**src/rtl/lmfs_pkg.sv**
```systemverilog
// ----------------------------------------------------------------------------
// lmfs_pkg
// Shared types, operation codes, register indexes and field widths for the
// LED matrix frame store and row scanner.
// ----------------------------------------------------------------------------
package lmfs_pkg;

	localparam int PW_W = 7;	// panel_width register
	localparam int PH_W = 6;	// panel_height register
	localparam int X_W  = 6;
	localparam int Y_W  = 5;
	localparam int RW_W = 7;
	localparam int RH_W = 6;

	localparam logic [1:0] OP_POINT = 2'd0;
	localparam logic [1:0] OP_RECT  = 2'd1;
	localparam logic [1:0] OP_CLEAR = 2'd2;
	localparam logic [1:0] OP_SCAN  = 2'd3;

	localparam logic CFG_PANEL_WIDTH  = 1'b0;
	localparam logic CFG_PANEL_HEIGHT = 1'b1;

	// One scan read in flight: tag that travels alongside the memory read.
	typedef struct packed {
		logic       vld;
		logic       last;
		logic [3:0] row;
	} scan_tag_t;

	// Bits of one byte from pixel lo up to, not including, pixel hi (MSB first).
	function automatic logic [7:0] span_mask(input logic [2:0] lo, input logic [3:0] hi);
		return (8'hFF >> lo) & ~(8'hFF >> hi);
	endfunction

endpackage

```
**src/rtl/lmfs_ram.sv**
```systemverilog
// ----------------------------------------------------------------------------
// lmfs_ram
// Generic single-port synchronous RAM with a registered read.
// ----------------------------------------------------------------------------
module lmfs_ram #(
	parameter int WIDTH = 8,
	parameter int DEPTH = 256
) (
	input  logic                     clk,
	input  logic                     en,
	input  logic                     we,
	input  logic [$clog2(DEPTH)-1:0] addr,
	input  logic [WIDTH-1:0]         wdata,
	output logic [WIDTH-1:0]         rdata
);

	logic [WIDTH-1:0] mem [DEPTH];

	always_ff @(posedge clk) begin
		if (en) begin
			if (we) begin
				mem[addr] <= wdata;
			end else begin
				rdata <= mem[addr];
			end
		end
	end

endmodule

```
**src/rtl/lmfs_seq.sv**
```systemverilog
// ----------------------------------------------------------------------------
// lmfs_seq
// Operation sequencer: clearing sweep, byte-wise read-modify-write for
// points and rectangles, and the scan read stream.
// ----------------------------------------------------------------------------
module lmfs_seq #(
	parameter int DEPTH = 256
) (
	input  logic                        clk,
	input  logic                        arst_n,
	input  logic                        start,
	input  logic [1:0]                  operation,
	input  logic [lmfs_pkg::X_W-1:0]    x,
	input  logic [lmfs_pkg::Y_W-1:0]    y,
	input  logic [lmfs_pkg::RW_W-1:0]   rect_width,
	input  logic [lmfs_pkg::RH_W-1:0]   rect_height,
	input  logic                        color,
	input  logic [lmfs_pkg::PW_W-1:0]   eff_width,
	input  logic [lmfs_pkg::PH_W-1:0]   eff_height,
	output logic                        busy,
	output logic                        mem_en,
	output logic                        mem_we,
	output logic [$clog2(DEPTH)-1:0]    mem_addr,
	output logic [7:0]                  mem_wdata,
	input  logic [7:0]                  mem_rdata,
	output lmfs_pkg::scan_tag_t         tag
);
	import lmfs_pkg::*;

	localparam int AW = $clog2(DEPTH);

	localparam logic [2:0] ST_CLR  = 3'd0;
	localparam logic [2:0] ST_IDLE = 3'd1;
	localparam logic [2:0] ST_PREP = 3'd2;
	localparam logic [2:0] ST_RD   = 3'd3;
	localparam logic [2:0] ST_WR   = 3'd4;
	localparam logic [2:0] ST_SCAN = 3'd5;

	logic [2:0]      state_q;
	logic [1:0]      op_q;
	logic [X_W-1:0]  x_q;
	logic [Y_W-1:0]  y_q;
	logic [RW_W-1:0] rw_q;
	logic [RH_W-1:0] rh_q;
	logic            color_q;
	logic [AW-1:0]   clr_addr_q;
	logic [3:0]      k_q, kfirst_q, klast_q;
	logic [2:0]      lo_q;
	logic [3:0]      hi_q;
	logic [5:0]      j_q, ye_q;
	logic [AW-1:0]   row_base_q;
	logic [3:0]      scan_row_q;
	logic [3:0]      b_q;
	logic [1:0]      band_q;
	logic [AW-1:0]   band_base_q;

	logic [3:0] bpr;
	logic [1:0] bands;
	logic [7:0] xe_raw, xe;
	logic [6:0] ye_raw, ye;
	logic [6:0] xl;
	logic       rect_empty;
	logic [8:0] y_prod;
	logic [7:0] row_prod;
	logic       scan_last;
	logic [7:0] wmask;
	logic [AW-1:0] rect_addr;

	assign bpr   = eff_width[6:3];
	assign bands = eff_height[5:4];

	// Clip the rectangle to the panel.
	assign xe_raw = {2'b0, x_q} + {1'b0, rw_q};
	assign xe     = (xe_raw > {1'b0, eff_width}) ? {1'b0, eff_width} : xe_raw;
	assign ye_raw = {2'b0, y_q} + {1'b0, rh_q};
	assign ye     = (ye_raw > {1'b0, eff_height}) ? {1'b0, eff_height} : ye_raw;
	assign rect_empty = ({2'b0, x_q} >= xe) || ({2'b0, y_q} >= ye);
	assign xl     = xe[6:0] - 7'd1;

	assign y_prod   = {4'b0, y_q} * {5'b0, bpr};
	assign row_prod = {4'b0, scan_row_q} * {4'b0, bpr};

	assign scan_last = (b_q == bpr - 4'd1) && (band_q == bands - 2'd1);
	assign wmask = span_mask((k_q == kfirst_q) ? lo_q : 3'd0,
		(k_q == klast_q) ? hi_q : 4'd8);
	assign rect_addr = row_base_q + AW'(k_q);

	assign busy = (state_q != ST_IDLE);

	always_comb begin
		mem_en    = 1'b0;
		mem_we    = 1'b0;
		mem_addr  = rect_addr;
		mem_wdata = 8'h00;
		tag       = '0;
		case (state_q)
			ST_CLR: begin
				mem_en   = 1'b1;
				mem_we   = 1'b1;
				mem_addr = clr_addr_q;
			end
			ST_RD: begin
				mem_en = 1'b1;
			end
			ST_WR: begin
				mem_en    = 1'b1;
				mem_we    = 1'b1;
				mem_wdata = color_q ? (mem_rdata | wmask) : (mem_rdata & ~wmask);
			end
			ST_SCAN: begin
				mem_en   = 1'b1;
				mem_addr = band_base_q + AW'(b_q);
				tag.vld  = 1'b1;
				tag.last = scan_last;
				tag.row  = scan_row_q;
			end
			default: begin
			end
		endcase
	end

	always_ff @(posedge clk or negedge arst_n) begin
		if (!arst_n) begin
			state_q    <= ST_CLR;
			clr_addr_q <= '0;
			scan_row_q <= 4'd0;
		end else begin
			case (state_q)
				ST_CLR: begin
					if (clr_addr_q == AW'(DEPTH - 1)) begin
						state_q <= ST_IDLE;
					end
					clr_addr_q <= clr_addr_q + AW'(1);
				end
				ST_IDLE: begin
					if (start) begin
						state_q <= ST_PREP;
					end
				end
				ST_PREP: begin
					case (op_q)
						OP_CLEAR: begin
							clr_addr_q <= '0;
							state_q    <= ST_CLR;
						end
						OP_SCAN: begin
							if (bpr == 4'd0 || bands == 2'd0) begin
								scan_row_q <= scan_row_q + 4'd1;
								state_q    <= ST_IDLE;
							end else begin
								state_q <= ST_SCAN;
							end
						end
						default: begin
							state_q <= rect_empty ? ST_IDLE : ST_RD;
						end
					endcase
				end
				ST_RD: begin
					state_q <= ST_WR;
				end
				ST_WR: begin
					if (k_q == klast_q && j_q + 6'd1 == ye_q) begin
						state_q <= ST_IDLE;
					end else begin
						state_q <= ST_RD;
					end
				end
				ST_SCAN: begin
					if (scan_last) begin
						scan_row_q <= scan_row_q + 4'd1;
						state_q    <= ST_IDLE;
					end
				end
				default: begin
					state_q <= ST_IDLE;
				end
			endcase
		end
	end

	// Operation fields and walk counters; no reset needed.
	always_ff @(posedge clk) begin
		if (state_q == ST_IDLE && start) begin
			op_q    <= operation;
			x_q     <= x;
			y_q     <= y;
			rw_q    <= (operation == OP_POINT) ? 7'd1 : rect_width;
			rh_q    <= (operation == OP_POINT) ? 6'd1 : rect_height;
			color_q <= color;
		end
		if (state_q == ST_PREP) begin
			k_q         <= {1'b0, x_q[5:3]};
			kfirst_q    <= {1'b0, x_q[5:3]};
			klast_q     <= xl[6:3];
			lo_q        <= x_q[2:0];
			hi_q        <= {1'b0, xl[2:0]} + 4'd1;
			j_q         <= {1'b0, y_q};
			ye_q        <= ye[5:0];
			row_base_q  <= AW'(y_prod);
			band_base_q <= AW'(row_prod);
			b_q         <= 4'd0;
			band_q      <= 2'd0;
		end
		if (state_q == ST_WR) begin
			// advance to the next byte, or wrap to the next pixel row
			if (k_q == klast_q) begin
				k_q        <= kfirst_q;
				j_q        <= j_q + 6'd1;
				row_base_q <= row_base_q + AW'(bpr);
			end else begin
				k_q <= k_q + 4'd1;
			end
		end
		if (state_q == ST_SCAN) begin
			if (b_q == bpr - 4'd1) begin
				b_q         <= 4'd0;
				band_q      <= band_q + 2'd1;
				band_base_q <= band_base_q + AW'({bpr, 4'b0});
			end else begin
				b_q <= b_q + 4'd1;
			end
		end
	end

endmodule

```
**src/rtl/led_matrix_frame_store_and_row_scan.sv**
```systemverilog
// A scan tick's bytes pass through the store's registered read and the output
// register, then follow one per cycle with no stall. A point or rectangle takes
// one read-modify-write of the single memory port per touched byte, and a clear
// sweeps the whole store. After reset a clearing pass over the whole store runs
// with busy high; results cannot be stalled by the receiver.
// ----------------------------------------------------------------------------
// led_matrix_frame_store_and_row_scan
// 1-bit frame store for a 1/16-multiplexed LED panel with point write,
// rectangle fill, clear and row scan operations.
// ----------------------------------------------------------------------------
module led_matrix_frame_store_and_row_scan #(
	parameter int MAX_WIDTH  = 64,
	parameter int MAX_HEIGHT = 32
) (
	input  logic                      clk,
	input  logic                      arst_n,
	// configuration write port
	input  logic                      cfg_we,
	input  logic                      cfg_index,
	input  logic [lmfs_pkg::PW_W-1:0] cfg_data,
	// command
	input  logic                      start,
	output logic                      busy,
	input  logic [1:0]                operation,
	input  logic [lmfs_pkg::X_W-1:0]  x,
	input  logic [lmfs_pkg::Y_W-1:0]  y,
	input  logic [lmfs_pkg::RW_W-1:0] rect_width,
	input  logic [lmfs_pkg::RH_W-1:0] rect_height,
	input  logic                      color,
	// results
	output logic                      strobe,
	output logic [7:0]                serial_byte,
	output logic [3:0]                row_address,
	output logic                      last
);
	import lmfs_pkg::*;

	localparam int DEPTH = MAX_WIDTH * MAX_HEIGHT / 8;
	localparam int AW    = $clog2(DEPTH);
	localparam logic [PW_W-1:0] MAXW_CLIP =
		(MAX_WIDTH > 127) ? 7'd127 : PW_W'(MAX_WIDTH);
	localparam logic [PH_W-1:0] MAXH_CLIP =
		(MAX_HEIGHT > 63) ? 6'd63 : PH_W'(MAX_HEIGHT);

	logic [PW_W-1:0] width_q;
	logic [PH_W-1:0] height_q;
	logic [PW_W-1:0] eff_width;
	logic [PH_W-1:0] eff_height;

	logic          mem_en, mem_we;
	logic [AW-1:0] mem_addr;
	logic [7:0]    mem_wdata, mem_rdata;
	scan_tag_t     tag, tag_s1;

	logic       strobe_q, last_q;
	logic [7:0] serial_byte_q;
	logic [3:0] row_address_q;

	// Configuration registers: written any cycle the enable is high.
	always_ff @(posedge clk or negedge arst_n) begin
		if (!arst_n) begin
			width_q  <= 7'd64;
			height_q <= 6'd32;
		end else if (cfg_we) begin
			if (cfg_index == CFG_PANEL_WIDTH) begin
				width_q <= cfg_data;
			end
			if (cfg_index == CFG_PANEL_HEIGHT) begin
				height_q <= cfg_data[PH_W-1:0];
			end
		end
	end

	// Effective panel size: clip to the store, round down to whole bytes and
	// whole 16-line bands.
	always_comb begin
		eff_width  = ((width_q < MAXW_CLIP) ? width_q : MAXW_CLIP) & 7'h78;
		eff_height = ((height_q < MAXH_CLIP) ? height_q : MAXH_CLIP) & 6'h30;
	end

	lmfs_seq #(
		.DEPTH(DEPTH)
	) u_seq (
		.clk         (clk),
		.arst_n      (arst_n),
		.start       (start),
		.operation   (operation),
		.x           (x),
		.y           (y),
		.rect_width  (rect_width),
		.rect_height (rect_height),
		.color       (color),
		.eff_width   (eff_width),
		.eff_height  (eff_height),
		.busy        (busy),
		.mem_en      (mem_en),
		.mem_we      (mem_we),
		.mem_addr    (mem_addr),
		.mem_wdata   (mem_wdata),
		.mem_rdata   (mem_rdata),
		.tag         (tag)
	);

	lmfs_ram #(
		.WIDTH(8),
		.DEPTH(DEPTH)
	) u_store (
		.clk   (clk),
		.en    (mem_en),
		.we    (mem_we),
		.addr  (mem_addr),
		.wdata (mem_wdata),
		.rdata (mem_rdata)
	);

	// Register the scan tag alongside the store's registered read.
	always_ff @(posedge clk or negedge arst_n) begin
		if (!arst_n) begin
			tag_s1 <= '0;
		end else begin
			tag_s1 <= tag;
		end
	end

	// Output register: invert the store byte (panel drives active low) and
	// drop the strobe when no scan read came back.
	always_ff @(posedge clk or negedge arst_n) begin
		if (!arst_n) begin
			strobe_q <= 1'b0;
		end else begin
			strobe_q <= tag_s1.vld;
		end
	end

	always_ff @(posedge clk) begin
		serial_byte_q <= ~mem_rdata;
		row_address_q <= tag_s1.row;
		last_q        <= tag_s1.last;
	end

	assign strobe      = strobe_q;
	assign serial_byte = serial_byte_q;
	assign row_address = row_address_q;
	assign last        = last_q;

`ifndef SYNTHESIS
	// A scan read never shares the port with a write.
	assert property (@(posedge clk) disable iff (!arst_n) tag.vld |-> !mem_we)
		else $error("store write during scan read");

	// The store is only written while an operation is in progress.
	assert property (@(posedge clk) disable iff (!arst_n) !busy |-> !mem_we)
		else $error("store write while idle");

	// The final byte of a scan is never followed directly by another byte.
	assert property (@(posedge clk) disable iff (!arst_n) (strobe && last) |=> !strobe)
		else $error("byte right after final scan byte");

	// Within a scan, bytes come back to back with one row address.
	assert property (@(posedge clk) disable iff (!arst_n)
		(strobe && !last) |=> (strobe && $stable(row_address)))
		else $error("scan stream broken or row changed mid-scan");
`endif

endmodule

```
**config.mk**
```make
export PLATFORM = sky130hd
export DESIGN_NAME = led_matrix_frame_store_and_row_scan
export DESIGN_NICKNAME = d
export VERILOG_FILES = /design/src/rtl/lmfs_pkg.sv /design/src/rtl/lmfs_ram.sv /design/src/rtl/lmfs_seq.sv /design/src/rtl/led_matrix_frame_store_and_row_scan.sv
export SDC_FILE = /design/constraint.sdc
export NUM_CORES = 2
export LEC_CHECK = 0
export BUFFER_PORTS_ARGS = -buffer_cell sky130_fd_sc_hd__buf_2
export CORE_UTILIZATION = 57
export DETAILED_ROUTE_END_ITERATION = 7
export PLACE_DENSITY = 0.84
export SLEW_MARGIN = 20
export SYNTH_ARGS = -nofsm -noshare
export SYNTH_HDL_FRONTEND = slang
export SYNTH_SLANG_ARGS = --single-unit
```
**constraint.sdc**
```tcl
create_clock -name clk -period 10.25 [get_ports clk]
set_clock_uncertainty 0.05 [all_clocks]
set_input_delay 2.05 -clock clk [delete_from_list [all_inputs] [get_ports clk]]
set_output_delay 2.05 -clock clk [all_outputs]
set_load 0.03 [all_outputs]
```
==> impl_results.md <==
- Status: finished with violations
- Failing checks: DRC
- Number of warning messages in the yosys log: 0
- First drt pass iteration count: 8
- Arrival @ worst endpoint: 7.16 ns
- Number of vias per cell after detailed routing: 7.16
- Reported max-cap violation count: 0
- Nature of the critical path startpoint: flop
- Global placement routability congestion: 0.908
- Global-route wire length before repair: 332000 um
- Cell types occupying the most area after synthesis: sky130_fd_sc_hd__edfxtp_1 (73%), sky130_fd_sc_hd__mux4_2 (11%), sky130_fd_sc_hd__a22oi_1 (1.7%)
- CP Max Fanout: 47
- Critical Path End Type: flop
- Netlist Area Pre-Place: 86800 sq um
- Maximum number of pins on one net before global-route repair: 257
- Per-instance average area after synthesis: 18.6 sq um
- Highest clock frequency the design can meet: 0.150 GHz
- Y dimension of the die: 392 um
- Post-CTS resize count: 0
- Total Negative Setup Slacks: 0 ns
- Clock Latency Late Sink: 0.85 ns
- Post-layout min period: 6.65 ns
- Clock tree from TritonCTS: built
- Worst slack after detailed placement: 3.93 ns
- Largest voltage drop on the vdd net: 0.000177 V
- Number of post-CTS setup repair buffers: 0
- Area share of the leading cell type in the synthesized netlist: 73.2%
- Detailed Route WL: 237000 um
- Final Max Slew Viols: 0
- CTS sink cnt: 2176
- Pwr Density: 179 nW/um^2
- Crit Path Class: reg -> reg
- Total count of hold-check failures in the final report: 0
- Sequential-to-total area share from yosys stat: 74.8%
- Unrepaired setup endpoints after global routing: no
- Synthesized instance count: 4668
- WP data required: 10.75 ns
- Post-Syn Nets: 4793
- Top FF cell, synth: sky130_fd_sc_hd__edfxtp_1
- Via count of the first global-routing pass: 48500
- Max-Slew Margin vs Limit: 14.6%
- Number of unique standard cell types used by synthesis: 64
- Core region area: 150000 sq um
- Die Footprint: 154000 sq um
- Nets@finish: 4854
- Iteration-0 DRC Markers: 8515
- Clock edge transition at the registers on the reported setup and hold paths: 0.06 ns
- Initial antenna violation count: 10
- GRT Total Usage: 30.3%
- Count of buffers from port buffering: 50
- Clock tree buffer depth: 3
- Fin area: 95900 sq um
- Clock H-tree levels: 4
- Total CTS buffers: 200
- Crit path setup slack, layout: 3.60 ns
- Leading area contributor after synthesis: sky130_fd_sc_hd__edfxtp_1
- Proportion of layout cells with a drive suffix above 1: 18.3%
- Slew at the pin closest to its max-slew limit: 1.28 ns
- Hold crit path type: reg -> reg
- Asr flop ratio synth: 1.29%
- Multi-input gate area in the final layout: 20600 sq um
- Standard-cell rows: 142
- Root buffer selected by CTS: sky130_fd_sc_hd__clkbuf_16
- Instance area at placement: 89200 sq um
- DP HPWL: 121000 um
- Average wire per standard cell: 34.2 um
- Number of I/O pins: 54
- Number of nets with antenna violations after routing: 0
- Static power due to leakage: 25.1 nW
- Post-synthesis sequential element count: 2176
- Highest-count cells in the layout ignoring fill and taps: sky130_fd_sc_hd__edfxtp_1 (2115), sky130_fd_sc_hd__mux4_2 (424), sky130_fd_sc_hd__nor2_1 (330)
- DIE WIDTH: 392 um
- CTS Hold Bufs: 0
- Overflow left after global routing: 0
- Period utilisation layout: 64.9%
- Most common cell after layout, fill and taps aside: sky130_fd_sc_hd__edfxtp_1
- Final setup vio count: 0
- FF/Latch Area: 64900 sq um
- Number of enable flip-flop cells after synthesis: 2115
- Via count of the routed design: 49600
- Filler instances: 9178
- Layout overhead on the synthesized area: 10.5%
- Starting density of the core: 57.7%
- Remaining DRCs: 25
==> layer usage <==
metal	global-route usage [%]	up-vias	wire (um)
li1	-	19000	-
met4	18.6	8	17100
met2	47.4	4854	112000
met5	0.0638	-	53
met3	9.23	1014	32500
met1	37.2	24600	75500
==> power by group <==
| part | total (mW) | internal (mW) | switching (mW) |
|---|---|---|---|
| combinational | 0.130 | 0.0540 | 0.0762 |
| sequential | 9.62 | 9.61 | 0.00640 |
| clock | 7.46 | 4.09 | 3.37 |
| total | 17.2 | 13.8 | 3.45 |
==> cell usage after synthesis (54+ instances only) <==
| cell | count |
|---|---|
| sky130_fd_sc_hd__mux2i_1 | 100 |
| sky130_fd_sc_hd__a22oi_1 | 194 |
| sky130_fd_sc_hd__o21ai_0 | 69 |
| sky130_fd_sc_hd__a221oi_1 | 88 |
| sky130_fd_sc_hd__nand3_1 | 54 |
| sky130_fd_sc_hd__inv_1 | 60 |
| sky130_fd_sc_hd__a21oi_1 | 247 |
| sky130_fd_sc_hd__nand2_1 | 212 |
| sky130_fd_sc_hd__clkbuf_1 | 135 |
| sky130_fd_sc_hd__nor2_1 | 343 |
| sky130_fd_sc_hd__mux4_2 | 424 |
| sky130_fd_sc_hd__buf_2 | 76 |
| sky130_fd_sc_hd__edfxtp_1 | 2115 |
| sky130_fd_sc_hd__ha_1 | 70 |
==> state kept, by name, summed over array words and instances (netlist names), 6 cells and up <==
register,cells
u_store.mem,2048
u_seq.row_base_q,8
u_seq.rh_q,6
u_seq.ye_q,6
u_seq.clr_addr_q,8
u_seq.rw_q,7
u_seq.j_q,6
u_store.rdata,8
u_seq.x_q,6
serial_byte,8
tag_s1,6
u_seq.band_base_q,8
==> final cells by class <==
type,count,area share (%)
inverters,62,0.243
repair buffers,139,1.27
clock inverters,130,1.25
flip-flops and latches,2176,67.7
multi-input cells,2150,21.4
diodes,6,0.0157
well taps,2016,2.63
clock buffers,240,5.47
==> logic make-up (layout without fill, tap and decap cells) <==
family / after synthesis / after routing / share of synthesized area, %
DFF: 2176 / 2176 / 74.8
and+or+nand+nor: 764 / 764 / 3.85
AOI/OAI and AO/OA: 694 / 694 / 5.23
muxes: 532 / 532 / 12.3
buffers and inverters: 342 / 571 / 1.75
adders and majority gates: 86 / 86 / 1.38
xor gates and xnor gates: 74 / 74 / 0.747
other: 0 / 6 / 0
==> worst paths after layout <==
check                                        startpoint                              end  slack [ns]  cells after the start
max                        u_seq.state_q[1]$_DFFE_PN0P_       u_store.rdata[2]$_DFFE_PP_        3.60                     10
min                                 tag_s1[3]$_DFF_PN0_           row_address[3]$_DFF_P_        0.29                      0
max reg2reg                u_seq.state_q[1]$_DFFE_PN0P_       u_store.rdata[2]$_DFFE_PP_        3.60                     10
min reg2reg                         tag_s1[3]$_DFF_PN0_           row_address[3]$_DFF_P_        0.29                      0
max in group asynchronous                        arst_n  u_seq.clr_addr_q[2]$_DFFE_PN0P_        8.55                      1
min in group asynchronous                        arst_n              tag_s1[5]$_DFF_PN0_        1.17                      1
==> worst max-delay path, stage by stage, from the launching register on <==
cell and delay [ns]:
sky130_fd_sc_hd__dfrtp_1 0.83, sky130_fd_sc_hd__nor2_1 0.44, sky130_fd_sc_hd__a31oi_1 0.49, sky130_fd_sc_hd__and2_4 0.92, sky130_fd_sc_hd__buf_4 0.48, sky130_fd_sc_hd__buf_4 0.52
sky130_fd_sc_hd__mux4_2 0.61, sky130_fd_sc_hd__a221oi_1 0.77, sky130_fd_sc_hd__o22ai_1 0.26, sky130_fd_sc_hd__nor3_1 0.75, sky130_fd_sc_hd__nand4_1 0.18
==> stage by stage <==
step | power [mW] | util (%) | hold WS, ns | instances
after floorplan | 9.89 | - | 0.274 | 4668
final | 17.2 | 63.7 | 0.292 | 6919
after global routing | 17.5 | 63.7 | 0.301 | 6913
after global placement | 9.93 | 59.3 | 0.278 | 6535
after CTS | 17.2 | 63.5 | 0.296 | 6905
after detailed placement | 9.94 | 59.3 | 0.281 | 6535
Power figures use the tool's default switching activity.
